[src/cel_pkg.sv]
`default_nettype none
// ---------------------------------------------------------------------------
// cel_pkg
// Shared types, codes and default sizes of the lattice event step core.
// ---------------------------------------------------------------------------
package cel_pkg;

	// default sizes for the top-level parameters
	localparam int MAX_SIDE_DEF   = 64;
	localparam int BOND_DEPTH_DEF = 8192;
	localparam int RED_DEPTH_DEF  = 4096;

	// fixed field widths
	localparam int DRAW_W = 31;
	localparam int UNI_W  = 16;
	localparam int RATE_W = 16;
	localparam int SIDE_W = 7;
	localparam int CFG_W  = 16;
	localparam int FRAC_W = 12;

	// register reset values
	localparam logic [SIDE_W-1:0] SIDE_RST   = 7'd64;
	localparam logic [RATE_W-1:0] GROWTH_RST = 16'd4096;
	localparam logic [RATE_W-1:0] CONV_RST   = 16'd1065;

	// register indexes
	localparam logic [1:0] REG_SIDE   = 2'd0;
	localparam logic [1:0] REG_GROWTH = 2'd1;
	localparam logic [1:0] REG_CONV   = 2'd2;

	// commands
	localparam logic CMD_START = 1'b0;
	localparam logic CMD_EVENT = 1'b1;

	typedef enum logic [1:0] {
		STAT_RUNNING = 2'd0,
		STAT_ESCAPED = 2'd1,
		STAT_EXTINCT = 2'd2
	} status_t;

	typedef enum logic [1:0] {
		KIND_CHASE  = 2'd0,
		KIND_GROWTH = 2'd1,
		KIND_CONV   = 2'd2,
		KIND_NONE   = 2'd3
	} kind_t;

	typedef enum logic [1:0] {
		COL_WHITE = 2'd0,
		COL_BLUE  = 2'd1,
		COL_RED   = 2'd2
	} color_t;

	// list operations
	typedef enum logic [1:0] {
		LOP_PUSH       = 2'd0,
		LOP_DROP_AT    = 2'd1,
		LOP_DROP_MATCH = 2'd2
	} lst_op_t;

	typedef struct packed {
		logic    go;
		logic    clr;
		lst_op_t op;
	} lst_ctl_t;

	typedef struct packed {
		logic              cmd;
		logic [UNI_W-1:0]  uniform_draw;
		logic [DRAW_W-1:0] index_draw;
	} in_item_t;

	typedef struct packed {
		status_t    status;
		kind_t      event_kind;
		logic [5:0] site_row;
		logic [5:0] site_col;
	} out_item_t;

endpackage
`default_nettype wire

[src/cel_list.sv]
`default_nettype none
// ---------------------------------------------------------------------------
// cel_list
// Unordered list in a synchronous memory: append, remove at an index and
// remove the first matching entry, each removal by swap with the last entry.
// ---------------------------------------------------------------------------
module cel_list #(
	parameter int DEPTH = 16,
	parameter int W     = 8
) (
	input  wire logic                         clk,
	input  wire logic                         arst_n,
	input  wire cel_pkg::lst_ctl_t            ctl,
	input  wire logic [$clog2(DEPTH)-1:0]     idx,
	input  wire logic [W-1:0]                 key,
	output logic                              done,
	output logic [W-1:0]                      entry,
	output logic [$clog2(DEPTH+1)-1:0]        count
);
	localparam int AW = $clog2(DEPTH);
	localparam int CW = $clog2(DEPTH+1);

	typedef enum logic [1:0] {S_IDLE, S_AT_LAST, S_SCAN, S_MOVE} state_t;

	state_t         state_q;
	logic [CW-1:0]  cnt_q;
	logic [CW-1:0]  k_q;
	logic [AW-1:0]  kp_q;
	logic [AW-1:0]  pos_q;
	logic           pend_q;
	logic           done_q;
	logic [W-1:0]   key_q;
	logic [W-1:0]   entry_q;
	logic [W-1:0]   mem [DEPTH];
	logic [W-1:0]   rdata_q;
	logic [AW-1:0]  raddr;
	logic           we;
	logic [AW-1:0]  waddr;
	logic [W-1:0]   wdata;
	logic [CW-1:0]  cnt_dec;
	logic           hit;

	assign cnt_dec = cnt_q - CW'(1);
	assign hit     = pend_q && (rdata_q == key_q);
	assign done    = done_q;
	assign entry   = entry_q;
	assign count   = cnt_q;

	// address and write selection
	always_comb begin
		raddr = idx;
		we    = 1'b0;
		waddr = pos_q;
		wdata = rdata_q;
		unique case (state_q)
			S_IDLE: begin
				if (ctl.go && !ctl.clr && ctl.op == cel_pkg::LOP_PUSH &&
				    cnt_q < CW'(DEPTH)) begin
					we    = 1'b1;
					waddr = cnt_q[AW-1:0];
					wdata = key;
				end
			end
			S_AT_LAST: raddr = cnt_dec[AW-1:0];
			S_SCAN: begin
				if (hit) begin
					raddr = cnt_dec[AW-1:0];
				end else begin
					raddr = k_q[AW-1:0];
				end
			end
			S_MOVE: we = 1'b1;
			default: ;
		endcase
	end

	// list memory
	always_ff @(posedge clk) begin
		if (we) begin
			mem[waddr] <= wdata;
		end
		rdata_q <= mem[raddr];
	end

	// sequencer
	always_ff @(posedge clk or negedge arst_n) begin
		if (!arst_n) begin
			state_q <= S_IDLE;
			cnt_q   <= '0;
			k_q     <= '0;
			kp_q    <= '0;
			pos_q   <= '0;
			pend_q  <= 1'b0;
			done_q  <= 1'b0;
			key_q   <= '0;
			entry_q <= '0;
		end else begin
			done_q <= 1'b0;
			unique case (state_q)
				S_IDLE: begin
					if (ctl.clr) begin
						cnt_q <= '0;
					end else if (ctl.go) begin
						unique case (ctl.op)
							cel_pkg::LOP_PUSH: begin
								if (cnt_q < CW'(DEPTH)) begin
									cnt_q <= cnt_q + CW'(1);
								end
								done_q <= 1'b1;
							end
							cel_pkg::LOP_DROP_AT: begin
								pos_q   <= idx;
								state_q <= S_AT_LAST;
							end
							cel_pkg::LOP_DROP_MATCH: begin
								key_q   <= key;
								k_q     <= '0;
								pend_q  <= 1'b0;
								state_q <= S_SCAN;
							end
							default: done_q <= 1'b1;
						endcase
					end
				end
				// latch the removed entry, last entry read in flight
				S_AT_LAST: begin
					entry_q <= rdata_q;
					state_q <= S_MOVE;
				end
				// one read issued and one compare a cycle
				S_SCAN: begin
					if (hit) begin
						pos_q   <= kp_q;
						state_q <= S_MOVE;
					end else if (k_q < cnt_q) begin
						kp_q   <= k_q[AW-1:0];
						k_q    <= k_q + CW'(1);
						pend_q <= 1'b1;
					end else if (pend_q) begin
						pend_q <= 1'b0;
					end else begin
						done_q  <= 1'b1;
						state_q <= S_IDLE;
					end
				end
				// last entry fills the hole
				S_MOVE: begin
					cnt_q   <= cnt_dec;
					done_q  <= 1'b1;
					state_q <= S_IDLE;
				end
				default: state_q <= S_IDLE;
			endcase
		end
	end

`ifndef SYNTHESIS
	a_cnt_bound: assert property (@(posedge clk) disable iff (!arst_n)
		32'(cnt_q) <= DEPTH)
		else $error("list count beyond depth");
	a_move_nonempty: assert property (@(posedge clk) disable iff (!arst_n)
		state_q == S_MOVE |-> cnt_q != '0)
		else $error("removal from empty list");
	a_done_idle: assert property (@(posedge clk) disable iff (!arst_n)
		done_q |-> state_q == S_IDLE)
		else $error("done outside idle");
`endif
endmodule
`default_nettype wire

[config.mk]
export PLATFORM = sky130hd
export DESIGN_NAME = cel_list
export DESIGN_NICKNAME = d
export VERILOG_FILES = /design/src/cel_pkg.sv /design/src/cel_list.sv
export SDC_FILE = /design/constraint.sdc
export NUM_CORES = 1
export LEC_CHECK = 0
export BUFFER_PORTS_ARGS = -buffer_cell sky130_fd_sc_hd__buf_2
export CORE_UTILIZATION = 35
export CTS_CLUSTER_DIAMETER = 30
export DETAILED_ROUTE_END_ITERATION = 16
export SYNTH_ARGS = -nofsm -noshare
export SYNTH_HDL_FRONTEND = slang
export SYNTH_SLANG_ARGS = --single-unit
[constraint.sdc]
create_clock -name clk -period 3.2 [get_ports clk]
set_input_delay 0.48 -clock clk [delete_from_list [all_inputs] [get_ports clk]]
set_output_delay 0.48 -clock clk [all_outputs]
set_load 0.03 [all_outputs]
# Word level (Yosys, flattened, before mapping)

Memory sizes are Yosys's and may differ from the RTL's. A register that Yosys moved wholly into a read port is not among the register bits.
Index checks and enable logic that the tools add are counted.

Memory bits (writable): 128
Bits in registers: 38
Word-level logic and storage cells: 99
Output and inout port bits: 14
Memories kept: 1

Bitwise operators: 2
Magnitude comparators: 2
Add/subtract/negate cells: 3
Reductions and logical operators: 17
Equality and inequality tests: 19
Multiplexer cells: 46

Memory list:

| memory | words | bits a word | rd ports | clocked after Yosys merged registers in | wr ports | RTL line       | RTL |
|---|---|---|---|---|---|---|---|
| mem    | 16    | 8           | 1        | 1                                       | 1        | cel_list.sv:34 | `logic [W-1:0] mem [DEPTH];` |

Operator list:

| operator                                               | number |
|---|---|
| two-way mux 5 bit                                      | 9 |
| two-way mux 4 bit                                      | 7 |
| case mux 5 bit (2 select lines)                        | 2 |
| two-way mux 8 bit                                      | 2 |
| case mux 4 bit (2 select lines)                        | 2 |
| inequality test 3 bit (second input constant)          | 5 |
| AND reduction 5 bit                                    | 3 |
| two-way mux 1 bit                                      | 14 |
| adder 5 x 1 -> 5 bit (second input constant)           | 2 |
| two-way mux 2 bit                                      | 5 |
| inequality test 2 bit (second input constant)          | 5 |
| == test 8 bit                                          | 1 |
| case mux 2 bit (4 select lines)                        | 1 |
| AND reduction 4 bit                                    | 2 |
| == test 2 bit (second input constant)                  | 3 |
| AND reduction 6 bit                                    | 1 |
| < comparator 5 bit                                     | 1 |
| < comparator 5 bit (second input constant)             | 1 |
| subtractor 5 x 1 -> 5 bit (second input constant)      | 1 |
| == test 2 x 1 -> 1 bit (second input constant)         | 2 |
| logical AND 1 bit                                      | 4 |
| logical NOT 2 bit                                      | 2 |
| inequality test 2 x 1 -> 1 bit (second input constant) | 2 |
| case mux 1 bit (2 select lines)                        | 2 |
| other kinds (8)                                        | 10 |

# Longest topological paths before layout

Word-level depth: 8
Mapped depth: 11
Depth with buffers taken out: 10

# Worst setup path after synthesis

No wires, ideal clock.

Path type: reg2reg
Start: reg state_q[1]
End: mem mem[3][0], enable pin
Slack: -0.025 ns
Period minus slack after synthesis: 3.225 ns
Cell stages (with the launch flop): 10
Data required time: 2.805 ns
Arrival: 2.830 ns
Cell sequence: dfrtp_1 -> inv_1 -> ha_1 -> nor2b_1 -> nand2_1 -> nor3b_2 -> buf_2 -> buf_2 -> a21oi_1 -> nor4_1

Longest elaborated chain between the ends: 4
Elaborated cells between the ends (all ways): 6

Ends and longest elaborated chain:

| what                                               | RTL line        | RTL |
|---|---|---|
| start, declared                                    | cel_list.sv:25  | `state_t state_q;` |
| start signal, assigned                             | cel_list.sv:88  | `state_q <= S_IDLE;` |
| start signal, assigned                             | cel_list.sv:113 | `state_q <= S_AT_LAST;` |
| start signal, assigned                             | cel_list.sv:119 | `state_q <= S_SCAN;` |
| == test 2 bit or logical NOT 2 bit (tied branches) | cel_list.sv:55  | `unique case (state_q)` |
| case mux 1 bit (2 select lines)                    | cel_list.sv:55  |  |
| two-way mux 1 bit                                  | cel_list.sv:79  | `if (we) begin` |
| two-way mux 1 bit (implied by the code)            | cel_list.sv:80  | `mem[waddr] <= wdata;` |
| end, declared                                      | cel_list.sv:34  |  |

Several ways; a longest one is shown, not always the timed one.

# Final worst setup path

Start: reg cnt_q[1] (netlist: count[1])
End: reg rdata_q[2] (read register of mem)

Longest elaborated chain between the ends: 3

Ends and longest elaborated chain:

| what                              | RTL line        | RTL |
|---|---|---|
| start, declared                   | cel_list.sv:26  | `logic [CW-1:0] cnt_q;` |
| start signal, assigned            | cel_list.sv:107 | `cnt_q <= cnt_q + CW'(1);` |
| start signal, assigned            | cel_list.sv:148 | `cnt_q <= cnt_dec;` |
| subtractor 5 x 1 -> 5 bit *       | cel_list.sv:43  | `assign cnt_dec = cnt_q - CW'(1);` |
| two-way mux 4 bit                 | cel_list.sv:66  | `if (hit) begin` |
| case mux 4 bit (2 select lines) * | cel_list.sv:55  |  |
| end, declared                     | cel_list.sv:35  | `logic [W-1:0] rdata_q;` |

Mark *: on every way between the ends. The rest lies on a longest branch, timed or not.
A chain may end at the register's enable or synchronous reset.

==> impl_metrics.tcl <==
set metrics [dict create \
    syn_area_um2 7830 \
    power_density_nw_per_um2 1090 \
    grtUsageTotal 0.185 \
    slew_viol_final 0 \
    yosysWarnings 0 \
    num-fill-cells 2046 \
    numCtsBuffers 17 \
    grt-ovfl-total 0 \
    seq_area_frac_synth 0.632 \
    cts_hold_buf 0 \
    postLayoutCoreUtil 0.416 \
    dp_cells 918 \
    cts.clk_slew.worst_paths_ns 0.07 \
    area_growth_syn_to_layout_pct 16.4 \
    io_pins 32 \
    wirelength_um 20200 \
    fin_tns_setup_ns 0 \
    rows 54 \
    dr.first_iter.drc_count 303 \
    ys_types 54 \
    vias 5175 \
    synth_enable_flop_cells 128 \
    vdd_drop_max_v 0.000499 \
    synthMuxAreaShare 0.0941 \
    finalNonFillerCells 951 \
    yosys.area.top_type "edfxtp_1" \
    hold_slack_ns 0.189 \
    synth_fa_ha_area_frac 0.0256 \
    crit_required_ns 3.46 \
    r2r_slack_ns 0.18 \
    place_hpwl_um 13600 \
    antennaDiodeCount 0 \
    finalSetupViolCount 0 \
    cp-start-kind "register" \
    cp-end-kind "register" \
    drv_cap 0 \
    r2r-end "rdata_q[2]" \
    wl_per_cell_um 21.2 \
    antenna_found_initial 0 \
    fin_crit_sh 0.942 \
    grt_max_degree 39 \
    reg2reg_depth 10 \
    yosysMostFrequentCell "edfxtp_1" \
    clkSinkCount 174 \
    cp_max_fo 8 \
    clkLatencyLatePin_ns 0.44 \
    max_slew_margin 0.381 \
    clock_path_buffers 2 \
    synth_top_family_by_area "compound AO/OA/AOI/OAI gates" \
    finClkSkew_ns 0.0144 \
    die_area_um2 23000 \
    drc 0 \
    outcome "complete, no violations" \
    netlist.area_leader.share 0.491 \
    globalplace.congestion 0.828 \
    tightest_slew_ns 0.928 \
    hold_viol 0 \
    grt_pass1_wl_um 30800 \
    grt_pass1_vias 5139 \
    total_power_w 0.00998 \
    cp.arrival_ns 3.28 \
    drtPass1Iterations 5 \
    drive_gt1_frac 0.225 \
    io_buffers 31 \
    start_util 0.358 \
    synthSimpleGateAreaFrac 0.0990 \
    fmax_mhz 332 \
    postRouteAntennaNets 0 \
    viasPerCell 5.44 \
    synthCells 606 \
    critPathKind "reg2reg" \
    synth_ff_type "edfxtp_1" \
    cts_tree "yes" \
    cts_root_buffer "clkbuf_16" \
    avgSynthCellArea_um2 12.9 \
    synth_nets 640 \
    ys_ff_latch 174 \
    nets 692 \
    r2r-start "count[1]" \
    multiInputGateArea_um2 2760 \
    core-area_um2 21900 \
    p_leak_nw 3.32 \
    cts_max_level 4 \
    synth_area_leaders "edfxtp_1 (49%), dfrtp_1 (12%), mux2_2 (5.3%)" \
    hp-class "in2async" \
    timing.final.crit_period_ns 3.02 \
    die_x_um 152 \
    die_y_um 152 \
    synth_compound_area_frac 0.115 \
    regArea_um2 4950 \
    synthXorXnorAreaFrac 0.0112 \
    synth_top_cells_by_count "edfxtp_1 (128), o21ai_0 (49), nand3_1 (48)" \
    rsz0062_at_grt "false" \
    synthArstFlopShare 0.218 \
]
[sequential cells by signal (all words and copies together), names as in the netlist, 4 cells and up]
name and flops:
count 5, entry 8, k_q 5, key_q 8, kp_q 4, mem 128, pos_q 4, rdata_q 8
[power by group]
part           leakage [nW]  internal, W  total, W  switching, W
clock network         0.301      0.00113   0.00213       0.00101
registers              1.71      0.00301   0.00327      0.000270
logic                  1.31      0.00160   0.00457       0.00297
[critical path, cell delays in order (launching register included)]
cell and delay [ns]:
dfrtp_1 0.47, inv_1 0.14, ha_1 0.27, xor2_1 0.19, nand2_1 0.09, nand2_1 0.05
o32a_1 0.48, nand4_1 0.37, a21oi_1 0.10, nor4_2 0.48, nand3_1 0.22
[routing by layer]
layer	wire, um	global-route usage	vias to the layer above
li1	-	-	2411
met2	9650	0.296	136
met5	0	0	-
met4	286	0.0510	0
met3	1020	0.0389	20
met1	9220	0.253	2608
[layout make-up]
| cell class | count | area share |
|---|---|---|
| Clock inverter | 15 | 0.0202 |
| Tap cell | 280 | 0.0384 |
| Clock buffer | 17 | 0.0467 |
| Sequential cell | 174 | 0.544 |
| Multi-Input combinational cell | 390 | 0.303 |
| Timing Repair Buffer | 60 | 0.0423 |
| Inverter | 15 | 0.00618 |
[how the worst max path moves through the flow]
stage	from	endpoint	slack [ns]
global route	count[1]	rdata_q[2]	0.02
CTS	state_q[1]	rdata_q[3]	0.01
detailed placement	state_q[1]	rdata_q[2]	-0.35
finish	count[1]	rdata_q[2]	0.18
global placement	state_q[1]	rdata_q[2]	-0.32
floorplan	state_q[1]	mem[15][0]	0.07
[logic make-up after synthesis]
group	after synthesis
AO/OA/AOI/OAI	142
XOR/XNOR	10
adder cells (fa/ha/maj)	16
buffers and inverters	42
flip-flops	174
multiplexers	68
AND/OR/NAND/NOR	154
[per-stage QoR]
step / worst slack [ns] / instance area (um2)
3_5_place_dp: -0.351 / 8450
3_3_place_gp: -0.322 / 8450
2_1_floorplan: 0.0694 / 7840
5_1_grt: 0.0195 / 9110
6_report: 0.184 / 9110
4_1_cts: 0.0124 / 9070
[repair_timing]
| item | 4_1_cts | 5_1_grt |
|---|---|---|
| setup buffers | 0 | 1 |
| pin swaps | 0 | 2 |
| endpoints found under the setup margin | 6 | 9 |
| resized for setup | 3 | 7 |
[layout by cell type, fill, tap and decap left out, types with 4 or more instances in the layout]
cell type,n
buf_2,31
nand2_1,28
inv_6,4
clkbuf_16,17
nor2_1,30
nor4_2,6
mux2i_1,22
xnor2_1,9
a21oi_1,44
nor4_1,8
ha_1,13
inv_8,5
dfxtp_1,8
nand4_1,4
a211oi_1,4
a31oi_1,5
nand2b_1,7
o21ai_0,49
inv_1,15
nor2b_1,4
mux2_1,8
buf_4,28
o22a_1,8
dfrtp_1,38
a22oi_1,9
mux2_2,37
edfxtp_1,128
or3_1,4
a21o_1,6
nand3_1,48
No activity file was read; power rests on OpenSTA's default activity.
