===== src/cel_pkg.sv =====
`default_nettype none
// ---------------------------------------------------------------------------
// cel_pkg
// Shared types, codes and default sizes of the lattice event step core.
// ---------------------------------------------------------------------------
package cel_pkg;

	// default sizes for the top-level parameters
	localparam int MAX_SIDE_DEF   = 64;
	localparam int BOND_DEPTH_DEF = 8192;
	localparam int RED_DEPTH_DEF  = 4096;

	// fixed field widths
	localparam int DRAW_W = 31;
	localparam int UNI_W  = 16;
	localparam int RATE_W = 16;
	localparam int SIDE_W = 7;
	localparam int CFG_W  = 16;
	localparam int FRAC_W = 12;

	// register reset values
	localparam logic [SIDE_W-1:0] SIDE_RST   = 7'd64;
	localparam logic [RATE_W-1:0] GROWTH_RST = 16'd4096;
	localparam logic [RATE_W-1:0] CONV_RST   = 16'd1065;

	// register indexes
	localparam logic [1:0] REG_SIDE   = 2'd0;
	localparam logic [1:0] REG_GROWTH = 2'd1;
	localparam logic [1:0] REG_CONV   = 2'd2;

	// commands
	localparam logic CMD_START = 1'b0;
	localparam logic CMD_EVENT = 1'b1;

	typedef enum logic [1:0] {
		STAT_RUNNING = 2'd0,
		STAT_ESCAPED = 2'd1,
		STAT_EXTINCT = 2'd2
	} status_t;

	typedef enum logic [1:0] {
		KIND_CHASE  = 2'd0,
		KIND_GROWTH = 2'd1,
		KIND_CONV   = 2'd2,
		KIND_NONE   = 2'd3
	} kind_t;

	typedef enum logic [1:0] {
		COL_WHITE = 2'd0,
		COL_BLUE  = 2'd1,
		COL_RED   = 2'd2
	} color_t;

	// list operations
	typedef enum logic [1:0] {
		LOP_PUSH       = 2'd0,
		LOP_DROP_AT    = 2'd1,
		LOP_DROP_MATCH = 2'd2
	} lst_op_t;

	typedef struct packed {
		logic    go;
		logic    clr;
		lst_op_t op;
	} lst_ctl_t;

	typedef struct packed {
		logic              cmd;
		logic [UNI_W-1:0]  uniform_draw;
		logic [DRAW_W-1:0] index_draw;
	} in_item_t;

	typedef struct packed {
		status_t    status;
		kind_t      event_kind;
		logic [5:0] site_row;
		logic [5:0] site_col;
	} out_item_t;

endpackage
`default_nettype wire


===== src/cel_mod.sv =====
`default_nettype none
// ---------------------------------------------------------------------------
// cel_mod
// Bit-serial restoring remainder of the index draw by a list count.
// ---------------------------------------------------------------------------
module cel_mod #(
	parameter int DW = 14
) (
	input  wire logic                       clk,
	input  wire logic                       arst_n,
	input  wire logic                       go,
	input  wire logic [cel_pkg::DRAW_W-1:0] num,
	input  wire logic [DW-1:0]              den,
	output logic                            done,
	output logic [DW-1:0]                   rem
);
	localparam int NB = cel_pkg::DRAW_W;
	localparam int BW = $clog2(NB);

	logic          busy_q;
	logic          done_q;
	logic [BW-1:0] bit_q;
	logic [NB-1:0] num_q;
	logic [DW-1:0] den_q;
	logic [DW-1:0] rem_q;
	logic [DW:0]   trial;
	logic [DW:0]   diff;

	assign trial = {rem_q, num_q[NB-1]};
	assign diff  = trial - {1'b0, den_q};
	assign done  = done_q;
	assign rem   = rem_q;

	// shift one dividend bit in a cycle, subtract when it fits
	always_ff @(posedge clk or negedge arst_n) begin
		if (!arst_n) begin
			busy_q <= 1'b0;
			done_q <= 1'b0;
			bit_q  <= '0;
			num_q  <= '0;
			den_q  <= '0;
			rem_q  <= '0;
		end else begin
			done_q <= 1'b0;
			if (go) begin
				busy_q <= 1'b1;
				bit_q  <= '0;
				num_q  <= num;
				den_q  <= den;
				rem_q  <= '0;
			end else if (busy_q) begin
				if (trial >= {1'b0, den_q}) begin
					rem_q <= diff[DW-1:0];
				end else begin
					rem_q <= trial[DW-1:0];
				end
				num_q <= num_q << 1;
				bit_q <= bit_q + BW'(1);
				if (bit_q == BW'(NB - 1)) begin
					busy_q <= 1'b0;
					done_q <= 1'b1;
				end
			end
		end
	end

`ifndef SYNTHESIS
	a_den_nonzero: assert property (@(posedge clk) disable iff (!arst_n)
		go |-> den != '0)
		else $error("remainder by zero");
	a_done_end: assert property (@(posedge clk) disable iff (!arst_n)
		done_q |-> !busy_q)
		else $error("done while busy");
	a_rem_below: assert property (@(posedge clk) disable iff (!arst_n)
		busy_q |-> rem_q < den_q)
		else $error("partial remainder not reduced");
`endif
endmodule
`default_nettype wire


===== config.mk =====
export PLATFORM = sky130hd
export DESIGN_NAME = cel_mod
export DESIGN_NICKNAME = d
export VERILOG_FILES = /design/src/cel_pkg.sv /design/src/cel_mod.sv
export SDC_FILE = /design/constraint.sdc
export NUM_CORES = 1
export LEC_CHECK = 0
export ABC_CLOCK_PERIOD_IN_PS = 6190
export BUFFER_PORTS_ARGS = -buffer_cell sky130_fd_sc_hd__clkbuf_2
export CELL_PAD_IN_SITES_DETAIL_PLACEMENT = 0
export CELL_PAD_IN_SITES_GLOBAL_PLACEMENT = 1
export CORE_ASPECT_RATIO = 1.5
export CORE_UTILIZATION = 46
export DETAILED_ROUTE_END_ITERATION = 12
export PLACE_DENSITY_LB_ADDON = 0.05
export SYNTH_ARGS = -nofsm -noshare
export SYNTH_HDL_FRONTEND = slang
export SYNTH_SLANG_ARGS = --single-unit

===== constraint.sdc =====
create_clock -name clk -period 6.19 [get_ports clk]
set_input_delay 0.9285 -clock clk [delete_from_list [all_inputs] [get_ports clk]]
set_output_delay 0.9285 -clock clk [all_outputs]
set_load 0.02 [all_outputs]

Yosys cells after proc, flatten, opt, wreduce, memory -nomap -nowiden:

Index checks and enable logic that the tools add are counted.

* input bits: 48
* output and inout port bits: 15
* bits in registers: 66
* logic and storage cells: 24

* $add $sub $neg: 2
* multiplexer cells: 13
* $lt $le $gt $ge: 1
* eq/ne operators: 1
* reduce and logical (&&, ||, !) cells: 1

Operator list (number)
* 31-bit two-way mux: 2
* 14-bit two-way mux: 3
* 15-bit by 14-bit >= comparator with 1-bit output: 1
* 14-bit subtractor: 1
* 5-bit two-way mux: 2
* 1-bit two-way mux: 6
* 5-bit by 1-bit adder with 5-bit output, second input constant: 1
* 5-bit == test, second input constant: 1
* 2-bit nonzero test: 1

Longest topological paths before layout:

Gate-level depths: netlist of run 1.

* word-level depth: 4
* depth in mapped cells: 10
* depth with buffers taken out: 10

Worst setup path after synthesis of run 1:

No wires, ideal clock.

* kind: register to register
* start point: register rem_q[3] (netlist: rem[3])
* end point: register rem_q[0] (netlist: rem[0])
* buffers on the path: 0
* arrival time: 2.210 ns
* setup time: 0.094 ns
* cell stages (with the launch flop): 8
* path slack: 3.886 ns
* data required time: 6.096 ns
* period minus slack after synthesis: 2.304 ns
* cells stage by stage: dfrtp_1 -> ha_1 -> a21o_1 -> a31oi_2 -> a311oi_2 -> nor3_2 -> mux2_1 -> a211oi_1

* longest elaborated chain between the ends: 4

RTL lines
* start: declaration: line cel_mod.sv:25 `logic [DW-1:0] rem_q;`
* start signal: assignment: line cel_mod.sv:53 `rem_q <= diff[DW-1:0];`
* start signal: assignment: line cel_mod.sv:55 `rem_q <= trial[DW-1:0];`
* 15-bit by 14-bit >= comparator with 1-bit output: line cel_mod.sv:52 `if (trial >= {1'b0, den_q}) begin`
* 14-bit two-way mux: line cel_mod.sv:52
* 14-bit two-way mux: line cel_mod.sv:51 `end else if (busy_q) begin`
* 14-bit two-way mux: line cel_mod.sv:45 `if (go) begin`

Every way passes these cells. The select of a mux whose other input is x is not followed.
A chain may end at the register's enable or synchronous reset.

Worst setup path after layout of run 1:

Ends and elaborated chain as after synthesis.

==> metrics.yaml, run 1 <==
outcome:
  outcome: "finished clean"
cts:
  clk_latency_ns: 0.33
  post_cts_buffers: 0
  clkTransAtPathRegs_ns: 0.06
  root_buffer: "clkbuf_16"
  clock-sinks: 66
  cts_buffer_depth: 2
  htree_levels: 3
  hold_buffers: 0
  numCtsBuffers: 9
  cts_tree: "built"
  cts_resized: 0
floorplanning:
  die_y_um: 111.6
  dieArea_um2: 8380
  ios: 63
  rows: 39
  core_region_area_um2: 7710
  die_w_um: 75.08
  initial_core_util_pct: 47.79
synthesis:
  synth_edf_count: 0
  post-synth-top-area-fraction_pct: 44.82
  yosysWarnings: 0
  netlist_instances: 390
  synth_top_cell_by_area: "dfrtp_1"
  synth_area_um2: 3685
  ys_top_cells_by_area: "dfrtp_1 (45%), mux2i_1 (8.4%), o21ai_0 (6.9%), nand2_1 (6.9%), ha_1 (5.4%)"
  synth_nets: 455
  synth-seq-cells: 66
  yosysMostFrequentCell: "nand2_1"
  ys_types: 52
  synthFlopType: "dfrtp_1"
  synth.top_cells.by_count: "nand2_1 (68), dfrtp_1 (66), o21ai_0 (51)"
  synth_area_per_cell_um2: 9.448
  async_reset_ff_share_pct: 100.0
  seq_area_frac_synth_pct: 44.82
timing:
  fin_ws_ns: 3.252
  relSlewSlack_pct: 32.56
  period_share_pct: 47.47
  tightestPinTransition_ns: 1.006
  holdWs_ns: 0.5233
  layout_min_cycle_time_ns: 2.938
  rsz0062_at_grt: "no"
  max_freq_mhz: 340.4
  drv_slew: 0
  finalClockSkew_ns: 0.007912
  setup_viol: 0
  finalHoldViolations: 0
  fin_tns_setup_ns: 0
final_layout:
  final_nets: 508
  fin_area_um2: 4360
  drive_above_1_share_pct: 21.21
  antenna_cells: 0
  areaGrowthSynthToFinish_pct: 18.34
global_routing:
  use_met3_pct: 5.068
  use_met2_pct: 33.99
  grt_util_met1_pct: 23.81
  track_usage_pct: 20.47
  antenna_found_initial: 0
  grt_overflow_total: 0
  grt_busiest_layer: "met2"
  grt_max_degree: 110
  grt_pass1_wl_um: 12910
  grt_pass1_vias: 2868
worst_setup_path:
  required_ns: 6.42
  cp_max_fo: 15
  max_stage_delay_ns: 0.78
  cp_num_buf_inv: 0
  startpoint_type: "flip-flop"
  cp_top_family: "compound AO/OA/AOI/OAI gates"
  slowest_stage: "nor3_2"
  crit_chain: "ha_1 -> a21o_1 -> a31oi_2 -> a311oi_2 -> nor3_2 -> mux2_1 -> a211oi_1"
  critical_path_class: "flip-flop to flip-flop"
  crit_arrival_ns: 3.17
  end_kind: "flip-flop"
route:
  drt_iter0_drc: 171
  routed-via-count: 2881
  wl_per_cell_um: 13.78
  ant_nets: 0
  dr.pass1.iters: 4
  drt_wl_total_um: 7580
  routed_via_density: 5.238
  drc: 0
power_and_ir_drop:
  p_leak_nw: 2.278
  peakVddDrop_mv: 0.2368
  power_density_nw_per_um2: 369.4
min_path:
  hold_path.class: "flip-flop to flip-flop"
place:
  place_congestion: 0.8229
  post-dp-hpwl_um: 5243
  pre_cts_slack_ns: 3.237
  port_buffers: 62
  dpl_cell_area_um2: 4055
flow_run:
  maxCapViolCount: 0
-- cell type report --
| class | count | area [um^2] |
|---|---|---|
| Multi-Input combinational cell | 279 | 1861 |
| Sequential cell | 66 | 1653 |
| Timing Repair Buffer | 64 | 327.8 |
| Tap cell | 102 | 127.6 |
| Inverter | 23 | 86.33 |
| Fill cell | 747 | 3349 |
| Clock inverter | 5 | 52.55 |
| Clock buffer | 11 | 252.7 |
-- through the flow --
stage	cells	utilization [%]	power, W
2_1_floorplan	390	-	0.0009629
3_3_place_gp	534	52.60	0.001105
3_5_place_dp	534	52.60	0.001109
4_1_cts	550	56.56	0.001629
5_1_grt	550	56.56	0.001724
6_report	550	56.56	0.001611
-- cells in the final DEF, fill, tap and decap left out, drive strengths merged, types with 3 or more instances in the layout --
cell type,count
or3,4
nand4,5
inv,23
a21oi,9
nand3,7
mux2i,31
o21ai,55
ha,16
xor2,6
buf,4
clkinv,3
dfrtp,66
clkbuf,71
a21o,3
nor2,19
xnor2,5
nand2,68
nor2b,5
nor3b,5
a311oi,10
-- flip-flops by register name (all words and copies together) (netlist names) --
signal	flops
bit_q	5
den_q	14
num_q	31
rem	14
busy_q	1
done	1
-- where the power goes --
group          internal (W)  total, W  switching, W
Sequential         0.000490  0.000536     0.0000462
Clock              0.000331  0.000514      0.000183
Combinational      0.000229  0.000561      0.000332
-- worst paths after layout --
| kind | from | depth (start not counted) | end | slack, ns |
|---|---|---|---|---|
| worst max-delay path | rem[3] | 7 | rem[0] | 3.25 |
| worst min register to register | den_q[12] | 2 | den_q[12] | 0.52 |
| worst min-delay path | den_q[12] | 2 | den_q[12] | 0.52 |
| min in group asynchronous | arst_n | 2 | rem[6] | 0.77 |
| worst max register to register | rem[3] | 7 | rem[0] | 3.25 |
| max in group asynchronous | arst_n | 2 | busy_q | 4.82 |
-- cell families (layout without fill, tap and decap cells) --
family	count (synthesis)	count (layout)	share of synthesized area (%)
multiplexers	33	33	9.032
XOR/XNOR	11	11	2.615
flip-flops	66	66	44.82
buffers and inverters	45	103	4.686
AND/OR/NAND/NOR	124	124	15.62
adder cells (fa/ha/maj)	17	17	5.976
AO/OA/AOI/OAI	94	94	17.25
-- metal layers --
metal | vias to the layer above | routed length [um]
met1 | 1339 | 3183
met4 | 0 | 248
met2 | 57 | 3881
li1 | 1470 | -
met5 | - | 0
met3 | 15 | 267
-- worst min-delay path, stage by stage, from the launching register on --
cell	delay [ns]
dfrtp_1	0.31
inv_1	0.05
o21ai_0	0.12
Note: power is estimated with default switching activity, not from simulation.
==> inputs of run 2 (changes only) <==
--- a/config.mk
+++ b/config.mk
@@ -5,12 +5,12 @@
 export SDC_FILE = /design/constraint.sdc
 export NUM_CORES = 1
 export LEC_CHECK = 0
-export ABC_CLOCK_PERIOD_IN_PS = 6190
+export ABC_CLOCK_PERIOD_IN_PS = 2700
 export BUFFER_PORTS_ARGS = -buffer_cell sky130_fd_sc_hd__clkbuf_2
 export CELL_PAD_IN_SITES_DETAIL_PLACEMENT = 0
 export CELL_PAD_IN_SITES_GLOBAL_PLACEMENT = 1
 export CORE_ASPECT_RATIO = 1.5
-export CORE_UTILIZATION = 46
+export CORE_UTILIZATION = 39
 export DETAILED_ROUTE_END_ITERATION = 12
 export PLACE_DENSITY_LB_ADDON = 0.05
 export SYNTH_ARGS = -nofsm -noshare
==> constraint.sdc (replaced) <==
create_clock -name clk -period 2.7 [get_ports clk]
set_input_delay 0.405 -clock clk [delete_from_list [all_inputs] [get_ports clk]]
set_output_delay 0.405 -clock clk [all_outputs]
set_load 0.02 [all_outputs]
==> metrics.yaml, run 2 (synthesis results as in run 1) <==
global_routing:
  track_usage_pct: 19.74
  grt_max_degree: 54
  grt_pass1_wl_um: 14320
  grt_pass1_vias: 3057
  grt_overflow_total: 0
  antenna_found_initial: 0
timing:
  setup_viol: 0
  relSlewSlack_pct: 58.05
  finalHoldViolations: 0
  drv_slew: 0
  layout_min_cycle_time_ns: 2.590
  finalClockSkew_ns: 0.006077
  period_share_pct: 95.93
  max_freq_mhz: 386.1
  rsz0062_at_grt: "no"
  tightestPinTransition_ns: 0.6277
flow_run:
  maxCapViolCount: 0
route:
  drt_wl_total_um: 8640
  wl_per_cell_um: 15.18
  routed_via_density: 5.274
  routed-via-count: 3001
  drt_iter0_drc: 113
  drc: 0
  ant_nets: 0
  dr.pass1.iters: 4
cts:
  cts_tree: "built"
  root_buffer: "clkbuf_16"
  clk_latency_ns: 0.33
  numCtsBuffers: 9
  clkTransAtPathRegs_ns: 0.05
  htree_levels: 3
  cts_buffer_depth: 2
  hold_buffers: 0
  clock-sinks: 66
final_layout:
  final_nets: 517
  areaGrowthSynthToFinish_pct: 20.00
  fin_util_pct: 48.06
  final_common_cell: "nand2_1"
  largest_register_ffs: 31
  drive_above_1_share_pct: 22.10
  antenna_cells: 0
  layout_common_cells: "nand2_1 (68), dfrtp_1 (65), clkbuf_2 (60)"
  filler_cell_count: 916
  final_cells: 569
  largest_register: "num_q"
floorplanning:
  rows: 43
  die_y_um: 121.0
  ios: 63
  die_w_um: 81.37
  dieArea_um2: 9849
  core_region_area_um2: 9200
  initial_core_util_pct: 40.05
worst_setup_path:
  cp_max_fo: 5
  required_ns: 2.88
  end_kind: "flip-flop"
  crit_arrival_ns: 2.77
  critical_path_class: "flip-flop to flip-flop"
  startpoint_type: "flip-flop"
power_and_ir_drop:
  peakVddDrop_mv: 0.4679
  power_density_nw_per_um2: 851.5
  p_leak_nw: 2.304
place:
  dp_cells: 553
  place_congestion: 0.9096
  port_buffers: 62
  post-dp-hpwl_um: 6388
outcome:
  outcome: "finished clean"
min_path:
  hold_path.class: "input port to asynchronous set/reset pin"
-- run 2: changes by cell type in the layout (fill, tap and decap cells not counted), sizes merged --
cell / previous run / this run
clkinvlp: 1 / 0
clkinv: 3 / 2
clkbuf: 71 / 73
buf: 4 / 13
-- run 2: layout make-up --
cell class	count	area [um^2]	area share, %
multi-input cells	279	1867	42.22
clock buffers	13	240.2	5.433
inverters	23	86.33	1.952
repair buffers	73	395.4	8.942
clock inverters	3	40.04	0.9055
well taps	112	140.1	3.169
flip-flops and latches	66	1653	37.38
-- run 2: stage by stage --
| stage | hold WS [ns] | area, um^2 | total power [W] | setup slack (ns) | setup TNS [ns] |
|---|---|---|---|---|---|
| after floorplan | 0.1094 | 3685 | 0.002207 | 0.3960 | 0 |
| after global placement | 0.4389 | 4135 | 0.002640 | 0.04457 | 0 |
| after detailed placement | 0.4438 | 4135 | 0.002651 | -0.04241 | -0.04241 |
| after CTS | 0.08540 | 4417 | 0.003795 | 0.09069 | 0 |
| after global routing | 0.1192 | 4422 | 0.004009 | 0.0001728 | 0 |
| final | 0.06925 | 4422 | 0.003765 | 0.1098 | 0 |
-- run 2: repair_timing --
action	4_1_cts	5_1_grt
resized for setup	1	1
setup buffers	0	0
setup endpoints to repair	1	4
hold endpoints to repair	0	0
-- run 2: power by group --
| part | switching, W | internal, W |
|---|---|---|
| Combinational | 0.000820 | 0.000589 |
| Sequential | 0.000110 | 0.00112 |
| Clock | 0.000413 | 0.000712 |
-- run 2: final timing paths --
check | from | end | slack [ns] | cells after the start
worst max-delay path | rem[0] | rem[7] | 0.11 | 8
worst min-delay path | arst_n | den_q[9] | 0.07 | 1
worst max register to register | rem[0] | rem[7] | 0.11 | 8
worst min register to register | den_q[0] | den_q[0] | 0.52 | 1
max in group asynchronous | arst_n | den_q[12] | 1.93 | 2
min in group clk | num[19] | num_q[19] | 0.28 | 3
-- run 2: critical path: stages, from the launching register on --
cell       delay [ns]
dfrtp_1          0.44
ha_1             0.33
nor2b_1          0.15
o2111ai_1        0.30
buf_4            0.19
nand2_1          0.09
and4b_1          0.23
a2111oi_1        0.57
nor4_1           0.13
-- run 2: layer usage --
layer | track usage, % | vias to the layer above | share of wire (%)
li1 | - | 1487 | -
met1 | 22.29 | 1420 | 40
met2 | 33.18 | 68 | 52
met3 | 2.857 | 26 | 3.1
met4 | 13.84 | 0 | 4.7
met5 | 0 | - | 0
